File: src/hdl/tfb_pkg.sv
//------------------------------------------------------------------------------
// tfb_pkg
// Shared types and constants for the triangle fill bitmap block.
//------------------------------------------------------------------------------
`timescale 1ns / 1ps
`default_nettype none

package tfb_pkg;

	// Request codes
	localparam logic [1:0] REQ_DRAW  = 2'd0;
	localparam logic [1:0] REQ_READ  = 2'd1;
	localparam logic [1:0] REQ_CLEAR = 2'd2;

	// Register indexes on the APB port (word address)
	localparam logic [1:0] REG_WIDTH  = 2'd0;
	localparam logic [1:0] REG_HEIGHT = 2'd1;
	localparam logic [1:0] REG_INVERT = 2'd2;

	// 1/sqrt(3) in Q0.16
	localparam logic [15:0] INV_SQRT3_Q16 = 16'd37837;

	// Controller to datapath commands
	typedef struct packed {
		logic load;       // capture a new transaction
		logic fill_wr;    // write one fill byte, advance sweep counter
		logic fill_zero;  // fill with zero (power-up sweep)
		logic rd_issue;   // read byte at request address
		logic rd_cap;     // capture read result
		logic row_init;   // load first and end row
		logic row_off;    // compute row offset
		logic row_mul;    // half span multiply
		logic row_bnd;    // column bounds and clamping
		logic row_base;   // row base address
		logic row_next;   // advance to next row
		logic pix_rd;     // read byte under pixel
		logic pix_wr;     // write modified byte, advance column
		logic out_load;   // move result into output register
	} tfb_cmd_t;

	// Datapath to controller status
	typedef struct packed {
		logic fill_last;
		logic row_end;
		logic span_empty;
		logic pix_last;
	} tfb_sts_t;

endpackage : tfb_pkg

`default_nettype wire

File: src/hdl/tfb_ctrl.sv
//------------------------------------------------------------------------------
// tfb_ctrl
// Sequencer: power-up clear, request dispatch, row and pixel walk, output.
//------------------------------------------------------------------------------
`timescale 1ns / 1ps
`default_nettype none

module tfb_ctrl import tfb_pkg::*; (
	input  wire logic       clk,
	input  wire logic       arst_n,
	input  wire logic       in_valid,
	output logic            in_stall,
	input  wire logic [1:0] req_type,
	output logic            out_valid,
	input  wire logic       out_stall,
	output tfb_cmd_t        cmd,
	input  wire tfb_sts_t   sts
);

	typedef enum logic [3:0] {
		S_INIT, S_IDLE, S_FILL, S_RD, S_RDW, S_ROW0, S_CHK, S_MUL,
		S_BND, S_ADR, S_PRD, S_PWR, S_DONE
	} state_t;

	state_t state_q;
	logic   out_valid_q;
	logic   accept;
	logic   out_free;

	assign accept   = in_valid && (state_q == S_IDLE);
	assign out_free = !out_valid_q || !out_stall;
	assign in_stall = (state_q != S_IDLE);
	assign out_valid = out_valid_q;

	// Decode commands from state
	always_comb begin
		cmd = '0;
		cmd.load      = accept;
		cmd.fill_wr   = (state_q == S_INIT) || (state_q == S_FILL);
		cmd.fill_zero = (state_q == S_INIT);
		cmd.rd_issue  = (state_q == S_RD);
		cmd.rd_cap    = (state_q == S_RDW);
		cmd.row_init  = (state_q == S_ROW0);
		cmd.row_off   = (state_q == S_CHK);
		cmd.row_mul   = (state_q == S_MUL);
		cmd.row_bnd   = (state_q == S_BND);
		cmd.row_base  = (state_q == S_ADR);
		cmd.row_next  = ((state_q == S_ADR) && sts.span_empty) ||
		                ((state_q == S_PWR) && sts.pix_last);
		cmd.pix_rd    = (state_q == S_PRD);
		cmd.pix_wr    = (state_q == S_PWR);
		cmd.out_load  = (state_q == S_DONE) && out_free;
	end

	// Hold state and output valid
	always_ff @(posedge clk or negedge arst_n) begin
		if (!arst_n) begin
			state_q     <= S_INIT;
			out_valid_q <= 1'b0;
		end else begin
			if (out_valid_q && !out_stall)
				out_valid_q <= 1'b0;
			case (state_q)
				S_INIT: if (sts.fill_last) state_q <= S_IDLE;
				S_IDLE: begin
					if (in_valid) begin
						case (req_type)
							REQ_DRAW:  state_q <= S_ROW0;
							REQ_READ:  state_q <= S_RD;
							REQ_CLEAR: state_q <= S_FILL;
							default:   state_q <= S_DONE;
						endcase
					end
				end
				S_FILL: if (sts.fill_last) state_q <= S_DONE;
				S_RD:   state_q <= S_RDW;
				S_RDW:  state_q <= S_DONE;
				S_ROW0: state_q <= S_CHK;
				S_CHK:  state_q <= sts.row_end ? S_DONE : S_MUL;
				S_MUL:  state_q <= S_BND;
				S_BND:  state_q <= S_ADR;
				S_ADR:  state_q <= sts.span_empty ? S_CHK : S_PRD;
				S_PRD:  state_q <= S_PWR;
				S_PWR:  state_q <= sts.pix_last ? S_CHK : S_PRD;
				S_DONE: begin
					if (out_free) begin
						out_valid_q <= 1'b1;
						state_q     <= S_IDLE;
					end
				end
				default: state_q <= S_IDLE;
			endcase
		end
	end

endmodule : tfb_ctrl

`default_nettype wire

File: config.mk
export PLATFORM = sky130hd
export DESIGN_NAME = tfb_ctrl
export DESIGN_NICKNAME = d
export VERILOG_FILES = /design/src/hdl/tfb_pkg.sv /design/src/hdl/tfb_ctrl.sv
export SDC_FILE = /design/constraint.sdc
export NUM_CORES = 1
export LEC_CHECK = 0
export BUFFER_PORTS_ARGS = -buffer_cell sky130_fd_sc_hd__buf_2
export CELL_PAD_IN_SITES_DETAIL_PLACEMENT = 1
export CELL_PAD_IN_SITES_GLOBAL_PLACEMENT = 2
export CORE_ASPECT_RATIO = 1.1
export CORE_MARGIN = 4
export CORE_UTILIZATION = 26
export CTS_BUF_LIST = sky130_fd_sc_hd__clkbuf_4
export DETAILED_ROUTE_END_ITERATION = 6
export HOLD_SLACK_MARGIN = 0.12
export PLACE_DENSITY_LB_ADDON = 0.12
export RECOVER_POWER = 50
export SLEW_MARGIN = 10
export SYNTH_ARGS = -nofsm -noshare
export SYNTH_HDL_FRONTEND = slang
export SYNTH_SLANG_ARGS = --single-unit
export TNS_END_PERCENT = 20
File: constraint.sdc
create_clock -name clk -period 2.2 [get_ports clk]
set_clock_uncertainty 0.2 [all_clocks]
set_input_delay 0.22 -clock clk [delete_from_list [all_inputs] [get_ports clk]]
set_output_delay 0.22 -clock clk [all_outputs]
set_load 0.02 [all_outputs]
==> flow_summary.yaml <==
route:
  drt_iter0_drc: 9
  ant_nets: 0
  routed_wirelength_um: 1790
  drc: 0
  wl_per_cell_um: 13.2
  dr.pass1.iters: 3
  avgViaCountPerCell: 4.82
  vias: 656
synthesis:
  async_flop_share_pct: 100
  synth-adder-area-share_pct: 6.12
  synth-edff-count: 0
  synthSimpleGateAreaFrac_pct: 33.3
  syn_area_per_cell_um2: 7.57
  ys_seq_area_share_pct: 20.4
  yosys_warnings: 0
  synth_mux_area_share_pct: 1.63
  syn_area_um2: 613
  syn-num-nets: 94
  synth_seq_cells: 5
  synth_top_family_by_area: "simple AND/OR/NAND/NOR gates"
  synthXorXnorAreaFrac_pct: 0
  synth_compound_area_share_pct: 21.8
  synth_cell_type_count: 35
  synthCells: 81
  synth_ff_type: "dfrtp_1"
job:
  drv_cap: 0
timing:
  finalSetupViolations: 0
  finalHoldViolations: 0
  fin_crit_sh_pct: 93.1
  slew_violations: 0
  fmax_mhz: 488
  finalCriticalPeriod_ns: 2.05
  grt_setup_unrepaired: "false"
  finalWorstSetupSlack_ns: 0.153
  tightest_slew_ns: 0.421
  relSlewSlack_pct: 71.9
  fin_tns_setup_ns: 0
cells_and_area:
  layout-drive-gt1-share_pct: 32.1
  design_area_um2: 757
  layout_common_cells: "19 x buf_2, 14 x nor2_1, 6 x clkbuf_1"
  final_common_cell: "buf_2"
  fill_cells: 307
  syn_to_final_growth_pct: 23.5
  layout.nets: 120
  multi_input_area_um2: 385
  final-seq-area_um2: 125
  n_antenna_cell: 0
global_route:
  grt_util_all_layers_pct: 12.4
  antenna_found_initial: 0
  grt_pass1_wl_um: 2860
  grt_max_degree: 15
  grt-ovfl-total: 0
  grt_pass1_vias: 634
die:
  io_pins: 26
  dieArea_um2: 3200
  start_util_pct: 27.2
  die_y_um: 58.9
  row_count: 18
  core_um2: 2250
  die_w_um: 54.3
outcome:
  status: "completed"
pwr:
  ir_drop_mv: 0.406
  total_power_mw: 0.919
  powerDensity_nw_per_um2: 1210
  p_leak_nw: 0.360
clocking:
  h-tree-depth: 1
  clockRootBuffer: "clkbuf_4"
  clkTransAtPathRegs_ns: 0.04
  cts_tree: "built"
  cts_inserted_buffers: 3
  cts_resized: 0
  clkSinkCount: 5
  worstSkewPairLatency_ns: 0.24
  cts_setup_buffers: 0
  clockBufferDepth: 2
worst_setup_path:
  critPathMaxFanout: 11
  arrival_ns: 1.63
  end_kind: "primary output"
  r2r_start: "state_q[0]"
  worstSetupPathType: "register to primary output"
  cp-startpoint: "state_q[2]"
  regToRegEndpoint: "state_q[1]"
  rrSetupSlack_ns: 0.37
  startpoint_type: "register"
  reg2reg_depth: 4
  critPathCapture: "cmd[0]"
  cp.required_ns: 1.78
worst_hold_path:
  hold_class: "input port to register"
place:
  place_congestion: 0.705
  place_hpwl_um: 1440
  dpl_cell_area_um2: 714
  post-place-ws_ns: 0.396
  portBuffers: 25
per-layer routing:
| layer | vias up | routed length (um) | track usage (%) |
|---|---|---|---|
| met1 | 310 | 843 | 16.0 |
| met4 | 0 | 23 | 5.34 |
| li1 | 331 | - | - |
| met2 | 13 | 859 | 18.8 |
| met3 | 2 | 67 | 3.80 |
| met5 | - | 0 | 0 |
stage by stage:
step | cells | hold slack, ns | util [%]
after global placement | 130 | -0.160 | 31.7
after CTS | 136 | 0.123 | 33.9
final | 136 | 0.127 | 33.6
after global routing | 136 | 0.140 | 33.6
after detailed placement | 130 | -0.157 | 31.7
after floorplan | 81 | -0.276 | -
synthesized netlist by cell type (2+ instances only):
cell	count	share of area [%]
ha_1	3	6.1
nand2_1	5	3.1
buf_4	2	2.4
inv_1	5	3.1
dfrtp_1	5	20
or3_2	2	2.4
a21oi_1	3	2.4
o21ai_0	4	3.3
a31oi_1	4	4.1
nor3_1	4	3.3
nand2b_1	4	4.1
buf_6	4	7.3
nor2_1	14	8.6
registers in the layout (all words and copies together) (netlist names):
name,flops
state_q,4
out_valid,1
timing repair:
item | 4_1_cts | 5_1_grt
hold endpoints to repair | 6 | 0
hold buffers | 2 | 0
setup endpoints to repair | 0 | 0
how the worst min path moves through the flow:
stage / from / to / depth (start not counted)
after floorplan: arst_n / out_valid / 0
after global placement: arst_n / out_valid / 1
after detailed placement: arst_n / out_valid / 1
after CTS: arst_n / out_valid / 2
after global routing: sts[2] / state_q[1] / 3
final: sts[2] / state_q[1] / 3
critical path, cell delays in order, from the launching register on:
cell     delay [ns]
dfrtp_1        0.50
nand2_2        0.13
or3_2          0.44
a21oi_1        0.13
buf_2          0.18
area by class of cell:
cell class,instances,share of cell area [%]
tap,30,4.96
inverter,5,2.48
clock buffer,4,3.97
multi-input combinational,62,50.9
sequential,5,16.5
timing repair buffer,30,21.2
power breakdown:
group | internal [mW] | switching (mW)
Clock | 0.0809 | 0.0379
Sequential | 0.125 | 0.0900
Combinational | 0.244 | 0.341
Total | 0.450 | 0.469
logic make-up after synthesis:
kind of cell	Yosys count
mux	1
simple gates	38
buf+inv	14
fa+ha+maj	3
compound gates	20
flops	5
Power figures use the tool's default switching activity.
